--- config.mk ---
export PLATFORM = sky130hd
export DESIGN_NAME = cvs_cell
export DESIGN_NICKNAME = d
export VERILOG_FILES = /design/src/cvs_pkg.sv /design/src/cvs_cell.sv
export SDC_FILE = /design/constraint.sdc
export NUM_CORES = 1
export LEC_CHECK = 0
export ABC_CLOCK_PERIOD_IN_PS = 7100
export BUFFER_PORTS_ARGS = -buffer_cell sky130_fd_sc_hd__buf_2
export CAP_MARGIN = 20
export CORE_AREA = 10 10 165 167
export CTS_CLUSTER_SIZE = 12
export DETAILED_ROUTE_END_ITERATION = 12
export DIE_AREA = 0 0 175 177
export GPL_ROUTABILITY_DRIVEN = 0
export HOLD_SLACK_MARGIN = 0.05
export PLACE_DENSITY = 0.71
export SETUP_SLACK_MARGIN = 0.1
export SLEW_MARGIN = 5
export SYNTH_ARGS = -nofsm -noshare
export SYNTH_HDL_FRONTEND = slang
export SYNTH_SLANG_ARGS = --single-unit
--- constraint.sdc ---
create_clock -name clk -period 7.1 [get_ports clk]
set_input_delay 2.13 -clock clk [delete_from_list [all_inputs] [get_ports clk]]
set_output_delay 2.13 -clock clk [all_outputs]
set_load 0.1 [all_outputs]
--- src/cvs_pkg.sv ---
// ----------------------------------------------------------------------------
// cvs_pkg: shared types and constants of the cache victim selector
// Holds table geometry, action and status codes and the channel payloads.
// ----------------------------------------------------------------------------
`default_nettype none
package cvs_pkg;
  localparam int SLOTS     = 64;
  localparam int SLOT_BITS = $clog2(SLOTS);
  localparam int TIME_BITS = 32;
  localparam int SIZE_BITS = 32;
  localparam int CNT_BITS  = 32;

  typedef enum logic [1:0] {
    ACT_INSTALL = 2'd0,
    ACT_USE     = 2'd1,
    ACT_REMOVE  = 2'd2,
    ACT_EVICT   = 2'd3
  } action_t;

  typedef enum logic [1:0] {
    ST_DONE    = 2'd0,
    ST_EVICTED = 2'd1,
    ST_NONE    = 2'd2
  } status_t;

  typedef enum logic [1:0] {
    POL_LRU  = 2'd0,
    POL_LFU  = 2'd1,
    POL_FIFO = 2'd2
  } policy_t;

  typedef struct packed {
    logic [1:0]  action;
    logic [5:0]  slot;
    logic [1:0]  obj_type;
    logic [31:0] obj_size;
    logic        sticky;
    logic [31:0] stamp;
  } req_t;

  typedef struct packed {
    logic [1:0] status;
    logic [5:0] victim_slot;
  } rsp_t;

  // Token handed down the chain: an access or an eviction probe with its best
  typedef struct packed {
    logic                 vld;
    logic [1:0]           action;
    logic [SLOT_BITS-1:0] slot;
    logic [1:0]           obj_type;
    logic [31:0]          obj_size;
    logic                 sticky;
    logic [TIME_BITS-1:0] stamp;
    logic [1:0]           policy;
    logic                 found;
    logic [SLOT_BITS-1:0] best;
    logic [63:0]          best_key;
  } tok_t;
endpackage
`default_nettype wire

--- src/cvs_cell.sv ---
// ----------------------------------------------------------------------------
// cvs_cell: one table slot
// Holds one entry, applies accesses aimed at it, folds itself into probes.
// ----------------------------------------------------------------------------
`default_nettype none
module cvs_cell
  import cvs_pkg::*;
(
  input  wire logic clk,
  input  wire logic rst,
  input  wire logic [SLOT_BITS-1:0] idx,
  input  wire tok_t tin,
  input  wire logic kill,
  input  wire logic [SLOT_BITS-1:0] kill_slot,
  output tok_t      tout
);
  logic                 valid;
  logic                 stk;
  logic [1:0]           typ;
  logic [SIZE_BITS-1:0] size;
  logic [TIME_BITS-1:0] t_inst;
  logic [TIME_BITS-1:0] t_use;
  logic [CNT_BITS-1:0]  cnt;
  logic [63:0]          key;
  logic                 elig;
  logic                 hit;
  tok_t                 nxt;

  assign hit = tin.vld && tin.slot == idx;

  always_comb begin
    case (tin.policy)
      POL_LFU:  key = 64'(cnt);
      POL_FIFO: key = 64'(t_inst);
      default:  key = 64'(t_use);
    endcase
    elig = valid && !stk && typ == tin.obj_type && 64'(size) >= 64'(tin.obj_size);
    nxt = tin;
    if (tin.vld && tin.action == ACT_EVICT && elig && (!tin.found || key < tin.best_key)) begin
      nxt.found    = 1'b1;
      nxt.best     = idx;
      nxt.best_key = key;
    end
  end

  always_ff @(posedge clk) begin
    if (rst) begin
      valid   <= 1'b0;
      tout.vld <= 1'b0;
    end else begin
      tout.vld <= tin.vld;
      if (kill && kill_slot == idx) begin
        valid <= 1'b0;
      end else if (hit && tin.action == ACT_INSTALL) begin
        valid <= 1'b1;
      end else if (hit && tin.action == ACT_REMOVE) begin
        valid <= 1'b0;
      end
    end
    tout.action   <= nxt.action;
    tout.slot     <= nxt.slot;
    tout.obj_type <= nxt.obj_type;
    tout.obj_size <= nxt.obj_size;
    tout.sticky   <= nxt.sticky;
    tout.stamp    <= nxt.stamp;
    tout.policy   <= nxt.policy;
    tout.found    <= nxt.found;
    tout.best     <= nxt.best;
    tout.best_key <= nxt.best_key;
    if (hit && tin.action == ACT_INSTALL) begin
      stk    <= tin.sticky;
      typ    <= tin.obj_type;
      size   <= tin.obj_size;
      t_inst <= tin.stamp;
      t_use  <= tin.stamp;
      cnt    <= '0;
    end else if (hit && tin.action == ACT_USE && valid) begin
      t_use <= tin.stamp;
      if (cnt != '1) begin
        cnt <= cnt + CNT_BITS'(1);
      end
    end
  end
endmodule
`default_nettype wire

==> impl_metrics.toml, run 1 <==
[critical_path]
cpMaxStageDelayCell = "ha_2"
cp-end-kind = "register"
r2r_cells = 11
rrSetupSlack_ns = 3.48
crit_chain = "buf_2 -> inv_1 -> ha_2 -> o21ai_0 -> ha_1 -> a21oi_1 -> o21ai_0 -> a221oi_1 -> o311ai_0 -> nor3_1 -> o21bai_4 -> buf_4 -> mux2_2"
cp.arrival_ns = 6.15
critPathMaxStageDelay_ns = 0.86
path_common_cell = "o21ai_0"
criticalPathCategory = "in2reg"
start_kind = "input port"
crit_fanout = 50
worstPathRequired_ns = 7.53

[clock_tree]
htreeDepth = 1
cts_hold_buf = 0
cts_resized = 0
cts_tree = "built"
root_buffer = "clkbuf_16"
clk_pin_slew_ns = 0.06
clock_path_buffers = 3
clock_latency_ns = 0.55
cts_made_buffers = 30
post-cts-setup-buffer-count = 0
clock_sinks = 281

[timing]
hold_viol = 0
worst_pin_slew_ns = 0.845
fmax_ghz = 0.175
rsz0062_at_grt = "false"
period_minus_slack_ns = 5.71
relSlewSlack = 0.437
maxSlewViolCount = 0
setup_violations = 0
whs_ns = 0.505
fin_skew_ns = 0.0129
tns_ns = 0
period_share = 0.805

[floorplan]
die-area_sq_um = 31000
die_x_um = 175
core_area_sq_um = 24000
io_pins = 313
die-height_um = 177
start_util = 0.443
rows = 57

[run]
drv_cap = 0

[power_and_ir_drop]
power.leakage_nw = 5.93
ir_worst_vdd_v = 0.000205
fin_total_pwr_mw = 3.82
powerDensity_nw_per_um2 = 282

[logic_synthesis]
netlist_area_sq_um = 10600
ys_types = 45
yosysSeqAreaShare = 0.623
syn_inst = 885
synth-edff-count = 99
syn_nets = 1115
yosysWarnings = 0
ys_ff_latch = 281
avgSynthCellArea_sq_um = 12.0
synth-async-reset-ratio = 0
ys_dominant_reg_cell = "dfxtp_1"

[final_layout]
fillers = 2073
syn2layout_area_growth_pct = 27.6
nets = 1438
layout-drive-gt1-share = 0.331
instances_no_fill = 1556
multi_input_area_sq_um = 3670
seqCellArea_sq_um = 6620

[place]
io_buffers = 312
placedCellCount = 1500
post-dp-hpwl_mm = 20.9

[drt]
wl_per_cell_um = 17.7
via_per_inst = 4.93
firstDrtPassIters = 5
via_count = 7678
drt.antenna.violating_nets = 0
routed_wl_mm = 27.6
route.detailed.drc = 0
drt_iter0_drc = 394

[hold_path]
hold_class = "reg2reg"
whs_path_depth = 2

[grt]
grt_start_max_net_pins = 83
grt_pass1_vias = 7908
grt_first_pass_wirelength_mm = 43.3
grt_overflow_total = 0
gr-usage-all-layers = 0.172
grt_antenna_before_repair = 3

[run_status]
status = "finished clean"
==> cells by family (layout without fill, tap and decap cells) <==
kind of cell / Yosys count / count (layout) / synth area share
flops: 281 / 281 / 0.623
simple gates: 230 / 230 / 0.114
compound gates: 137 / 137 / 0.0799
buf+inv: 96 / 442 / 0.0346
fa+ha+maj: 66 / 66 / 0.0778
mux: 38 / 38 / 0.0403
xor+xnor: 37 / 37 / 0.0305
other cells: 0 / 1 / 0
==> registers in the layout (all words and copies together), names as in the netlist <==
signal / cells
tout: 149
cnt: 32
size: 32
t_inst: 32
t_use: 32
typ: 2
stk: 1
valid: 1
==> worst max-delay path: cells and delay by family <==
kind                       cells  cell delay [ns]
and+or+nand+nor                1             0.40
buffers and inverters          3             0.40
AOI/OAI and AO/OA              6             1.62
adders and majority gates      2             1.23
muxes                          1             0.31
==> synthesized netlist by cell type (20+ instances only) <==
cell / count / area (sq um)
dfxtp_1: 182 / 3640
edfxtp_1: 99 / 2970
inv_1: 68 / 255
ha_1: 66 / 826
nand2_1: 56 / 210
o21ai_0: 51 / 255
mux2_2: 38 / 428
nor2_1: 37 / 139
and2_1: 35 / 219
a22oi_1: 33 / 248
a21oi_1: 27 / 135
clkbuf_1: 21 / 78.8
nand3_1: 21 / 105
xnor2_1: 20 / 175
==> path summary, 6_finish.rpt <==
path | endpoint | from
setup / recovery | tout[26] | tin[71]
hold / removal | cnt[1] | cnt[1]
hold reg to reg | cnt[1] | cnt[1]
setup reg to reg | tout[26] | cnt[27]
==> metrics by stage <==
step            util  setup WS (ns)  cell area, sq um
4_1_cts        0.565           1.38             13500
2_1_floorplan      -           1.51             10600
3_5_place_dp   0.525          0.839             12600
5_1_grt        0.565           1.08             13500
3_3_place_gp   0.525          0.856             12600
6_report       0.565           1.39             13500
==> per-layer routing <==
metal | GRT usage | vias to the layer above | part of all wire
met3 | 0.0474 | 48 | 0.071
met2 | 0.293 | 252 | 0.48
met4 | 0.0477 | 4 | 0.023
met1 | 0.209 | 3563 | 0.43
li1 | - | 3811 | -
met5 | 0 | - | 0.00076
==> where the power goes <==
group,leakage [nW],internal (mW),total [mW],switching [mW]
combinational,3.04,0.119,0.581,0.463
sequential,2.41,1.71,1.72,0.0124
clock,0.481,0.907,1.52,0.610
total,5.93,2.74,3.82,1.08
==> layout by cell type, fill, tap and decap left out, types with 6 or more instances in the layout <==
cell / netlist / routed
clkbuf_8: 0 / 6
edfxtp_1: 99 / 99
xnor2_1: 20 / 20
nor2_1: 37 / 36
or3_1: 8 / 8
a211oi_1: 6 / 6
nand4_1: 17 / 17
xor2_1: 17 / 17
buf_2: 5 / 312
nor4_1: 18 / 18
nand2_1: 56 / 56
clkbuf_16: 0 / 33
a22oi_1: 33 / 33
inv_1: 68 / 68
nand3_1: 21 / 21
nor3_1: 13 / 13
and3_1: 7 / 7
dfxtp_1: 182 / 182
clkbuf_1: 21 / 12
and2_1: 35 / 35
buf_4: 0 / 6
and4_1: 6 / 6
ha_1: 66 / 65
mux2_2: 38 / 38
a21oi_1: 27 / 27
o21ai_0: 51 / 50
==> cell type report <==
| cell class | instances | area share |
|---|---|---|
| Inverter | 68 | 0.0188 |
| Clock buffer | 51 | 0.0704 |
| Tap cell | 324 | 0.0299 |
| Antenna cell | 1 | 0.000185 |
| Clock inverter | 4 | 0.00166 |
| Sequential cell | 281 | 0.488 |
| Multi-Input combinational cell | 508 | 0.271 |
| Timing Repair Buffer | 319 | 0.120 |
No activity file was read; power rests on OpenSTA's default activity.
==> run 2, diff against run 1 <==
- ABC_CLOCK_PERIOD_IN_PS: 7100 -> 5200
- PLACE_DENSITY: 0.71 -> 0.74
- clock period: 7.1 -> 5.2 ns (I/O delays scaled with it)
==> impl_metrics.toml, run 2 (same netlist as run 1, synthesis figures left out) <==
[grt]
grt_overflow_total = 0
grt_first_pass_wirelength_mm = 43.2
gr-usage-all-layers = 0.172
grt_antenna_before_repair = 1
grt_start_max_net_pins = 84
grt_pass1_vias = 7938

[clock_tree]
cts_tree = "built"
cts_hold_buf = 0
clock_latency_ns = 0.54
cts_resized = 0
clk_pin_slew_ns = 0.06
clock_path_buffers = 3
htreeDepth = 1
clock_sinks = 281
post-cts-setup-buffer-count = 0
root_buffer = "clkbuf_16"
cts_made_buffers = 30

[run]
drv_cap = 0

[timing]
setup_violations = 0
period_share = 0.916
maxSlewViolCount = 0
rsz0062_at_grt = "false"
tns_ns = 0
relSlewSlack = 0.443
fmax_ghz = 0.210
fin_skew_ns = 0.00953
hold_viol = 0
period_minus_slack_ns = 4.76
whs_ns = 0.508
worst_pin_slew_ns = 0.827

[critical_path]
cp-end-kind = "register"
crit_cells = 14
start_kind = "input port"
crit_chain = "buf_2 -> inv_1 -> ha_4 -> buf_4 -> o21ai_0 -> ha_1 -> nand2_1 -> o21ai_0 -> a221oi_1 -> o311ai_0 -> nor3_1 -> o21bai_4 -> buf_12 -> mux2_2"
cp.arrival_ns = 5.19
crit_fanout = 43
criticalPathCategory = "in2reg"
critPathBufInv = 4
cpMaxStageDelayCell = "o311ai_0"
path_common_cell = "o21ai_0"
worstPathRequired_ns = 5.62
critPathMaxStageDelay_ns = 0.58
critPathTopFamily = "compound AO/OA/AOI/OAI gates"
r2r_cells = 12

[final_layout]
final_area_sq_um = 13600
nets = 1441
layout_commonest_cell = "buf_2"
final_util = 0.567
antenna_cells = 0
layout_common_cells = "buf_2 (312), dfxtp_1 (182), edfxtp_1 (99), inv_1 (68), ha_1 (65)"
instances_no_fill = 1558
largest_register = "tout"
layout-drive-gt1-share = 0.330
largest_register_ffs = 149
syn2layout_area_growth_pct = 27.9

[floorplan]
core_area_sq_um = 24000
die_x_um = 175
start_util = 0.443
die-area_sq_um = 31000
die-height_um = 177
io_pins = 313
rows = 57

[power_and_ir_drop]
powerDensity_nw_per_um2 = 381
power.leakage_nw = 5.94
swShare = 0.284
p_seq_frac = 0.456
ir_worst_vdd_v = 0.000309
power_frac_clock = 0.390
switching_power_mw = 1.47
p_int_mw = 3.70
pwr-share-comb = 0.154

[hold_path]
hold_class = "reg2reg"
whs_path_depth = 2

[drt]
drt.antenna.violating_nets = 0
drt_iter0_drc = 384
via_per_inst = 4.89
wl_per_cell_um = 17.8
routed_wl_mm = 27.7
firstDrtPassIters = 5
route.detailed.drc = 0
via_count = 7620

[place]
post-dp-hpwl_mm = 21.2
placed_cell_area_sq_um = 12600
io_buffers = 312
placedCellCount = 1503

[run_status]
status = "finished clean"
run 2: final timing paths:
kind | start | end | slack, ns
min | cnt[1] | cnt[1] | 0.51
min reg2reg | cnt[1] | cnt[1] | 0.51
max reg2reg | cnt[27] | tout[19] | 1.80
max | tin[71] | tout[19] | 0.44
run 2: per-stage QoR:
step | setup slack, ns | total power, mW
floorplan | 0.183 | 3.00
global placement | -0.202 | 3.19
detailed placement | -0.411 | 3.20
CTS | 0.146 | 5.23
global route | 0.209 | 5.36
finish | 0.438 | 5.17
run 2: power groups by stage:
stage | combinational, mW | sequential [mW] | clock, mW
floorplan | 0.144 | 2.85 | 0
global placement | 0.789 | 2.40 | 0
detailed placement | 0.799 | 2.40 | 0
CTS | 0.802 | 2.36 | 2.07
global route | 0.843 | 2.36 | 2.15
finish | 0.796 | 2.36 | 2.02
run 2: worst register-to-register path, cell delays in order, from the launching register on:
cell and delay, ns:
dfxtp_1 0.45, a22oi_1 0.12, o21ai_0 0.32, ha_1 0.31, a21oi_1 0.14, o21ai_0 0.11, a221oi_1 0.34, buf_4 0.18
o311ai_0 0.22, nor3_1 0.43, o21bai_4 0.14, buf_12 0.19, mux2_2 0.33
run 2: area by class of cell:
class,instances,area [sq um]
Fill cell,2075,10400
Sequential cell,281,6620
Multi-Input combinational cell,508,3680
Timing Repair Buffer,322,1670
Clock buffer,50,920
Tap cell,324,405
Inverter,68,255
Clock inverter,5,28.8
run 2: per-layer routing:
metal  routed length [um]  up-vias  GRT usage  part of all wire
met5                    0        -          0                 0
met2                13400      235      0.297              0.48
met4                  534        0     0.0456             0.019
li1                     -     3812          -                 -
met1                11600     3530      0.208              0.42
met3                 2120       43     0.0486             0.076
==> run 3, diff against run 2 <==
- HOLD_SLACK_MARGIN: 0.05 -> 0.12
- RECOVER_POWER: default -> 100
==> impl_metrics.toml, run 3 (same netlist as run 1, synthesis figures left out) <==
[grt]
grt_pass1_vias = 7938
grt_antenna_before_repair = 1
grt_first_pass_wirelength_mm = 43.2
grt_start_max_net_pins = 84
grt_overflow_total = 0
gr-usage-all-layers = 0.172

[floorplan]
rows = 57
start_util = 0.443
io_pins = 313
die-area_sq_um = 31000
die-height_um = 177
core_area_sq_um = 24000
die_x_um = 175

[clock_tree]
clk_pin_slew_ns = 0.06
cts_tree = "built"
cts_made_buffers = 30
clock_sinks = 281
root_buffer = "clkbuf_16"
clock_latency_ns = 0.54
cts_resized = 0
cts_hold_buf = 0
post-cts-setup-buffer-count = 0
clock_path_buffers = 3
htreeDepth = 1

[power_and_ir_drop]
p_int_mw = 3.68
fin_total_pwr_mw = 5.15
power_frac_clock = 0.393
p_seq_frac = 0.458
ir_worst_vdd_v = 0.000315
power.leakage_nw = 5.30
switching_power_mw = 1.47
pwr-share-comb = 0.149
swShare = 0.286
powerDensity_nw_per_um2 = 389

[final_layout]
instances_no_fill = 1558
layout_common_cells = "clkbuf_1 (242), dfxtp_1 (182), edfxtp_1 (99), buf_2 (86), inv_1 (68)"
final_area_sq_um = 13200
layout-drive-gt1-share = 0.143
nets = 1441
antenna_cells = 0
final_util = 0.552
syn2layout_area_growth_pct = 24.7
largest_register = "tout"
layout_commonest_cell = "clkbuf_1"
fillers = 2215
largest_register_ffs = 149

[timing]
fmax_ghz = 0.207
relSlewSlack = -0.366
tns_ns = 0
maxSlewViolCount = 117
hold_viol = 0
fin_skew_ns = 0.0100
setup_slack_ns = 0.374
period_minus_slack_ns = 4.83
rsz0062_at_grt = "false"
whs_ns = 0.512
setup_violations = 0
worst_pin_slew_ns = 2.05
period_share = 0.928

[drt]
wl_per_cell_um = 17.9
route.detailed.drc = 0
via_per_inst = 4.91
via_count = 7643
firstDrtPassIters = 5
drt_iter0_drc = 384
routed_wl_mm = 27.9
drt.antenna.violating_nets = 0

[critical_path]
crit_fanout = 43
criticalPathCategory = "in2reg"
cpMaxStageDelayCell = "o311ai_0"
critPathMaxStageDelay_ns = 0.58
cp-end-kind = "register"
cp.arrival_ns = 5.25
crit_chain = "clkbuf_1 -> inv_1 -> ha_4 -> buf_4 -> o21ai_0 -> ha_1 -> nand2_1 -> o21ai_0 -> a221oi_1 -> o311ai_0 -> nor3_1 -> o21bai_4 -> buf_12 -> mux2_2"
critPathBufInv = 4
worstPathRequired_ns = 5.62
path_common_cell = "o21ai_0"
start_kind = "input port"
critPathTopFamily = "compound AO/OA/AOI/OAI gates"

[hold_path]
hold_class = "reg2reg"

[place]
io_buffers = 312
placed_cell_area_sq_um = 12600
placedCellCount = 1503
pre_cts_ws_ns = -0.411
post-dp-hpwl_mm = 21.2

[run_status]
status = "complete, but fails checks"
violations = "capacitance limit, slew limit"

[run]
drv_cap = 2
-- run 3: changes by cell type in the layout (fill, tap and decap cells not counted), sizes merged --
cell	previous run	this run
clkbuf	50	279
buf	322	93
-- run 3: path summary, 6_finish.rpt --
kind | start | endpoint | slack, ns | cells past startpoint
worst min-delay path | cnt[1] | cnt[1] | 0.51 | 2
worst max-delay path | tin[71] | tout[19] | 0.37 | 14
worst min register to register | cnt[1] | cnt[1] | 0.51 | 2
worst max register to register | cnt[27] | tout[19] | 1.81 | 12
-- run 3: cell type report --
| type | instances | area [sq um] | area share |
|---|---|---|---|
| inverter | 68 | 255 | 0.0193 |
| clock buffer | 50 | 920 | 0.0695 |
| multi-input combinational | 508 | 3640 | 0.275 |
| timing repair buffer | 322 | 1370 | 0.103 |
| sequential | 281 | 6620 | 0.500 |
| tap | 324 | 405 | 0.0306 |
| clock inverter | 5 | 28.8 | 0.00217 |
-- run 3: worst register-to-register path, delay by kind of cell (launching register included) --
kind                       cells  cell delay (ns)
and+or+nand+nor                1             0.43
muxes                          1             0.33
buffers and inverters          2             0.37
DFF                            1             0.44
adders and majority gates      1             0.31
AOI/OAI and AO/OA              7             1.39
-- run 3: power groups by stage --
stage	clock [mW]	sequential, mW	combinational (mW)
floorplan	0	2.85	0.144
global placement	0	2.40	0.789
detailed placement	0	2.40	0.799
CTS	2.07	2.36	0.802
global route	2.15	2.36	0.814
finish	2.02	2.36	0.768
-- run 3: routing by layer --
metal / up-vias / global-route usage / part of all wire
met5: - / 0 / 0
met4: 0 / 0.0456 / 0.019
li1: 3810 / - / -
met2: 248 / 0.297 / 0.48
met3: 45 / 0.0486 / 0.077
met1: 3540 / 0.208 / 0.42
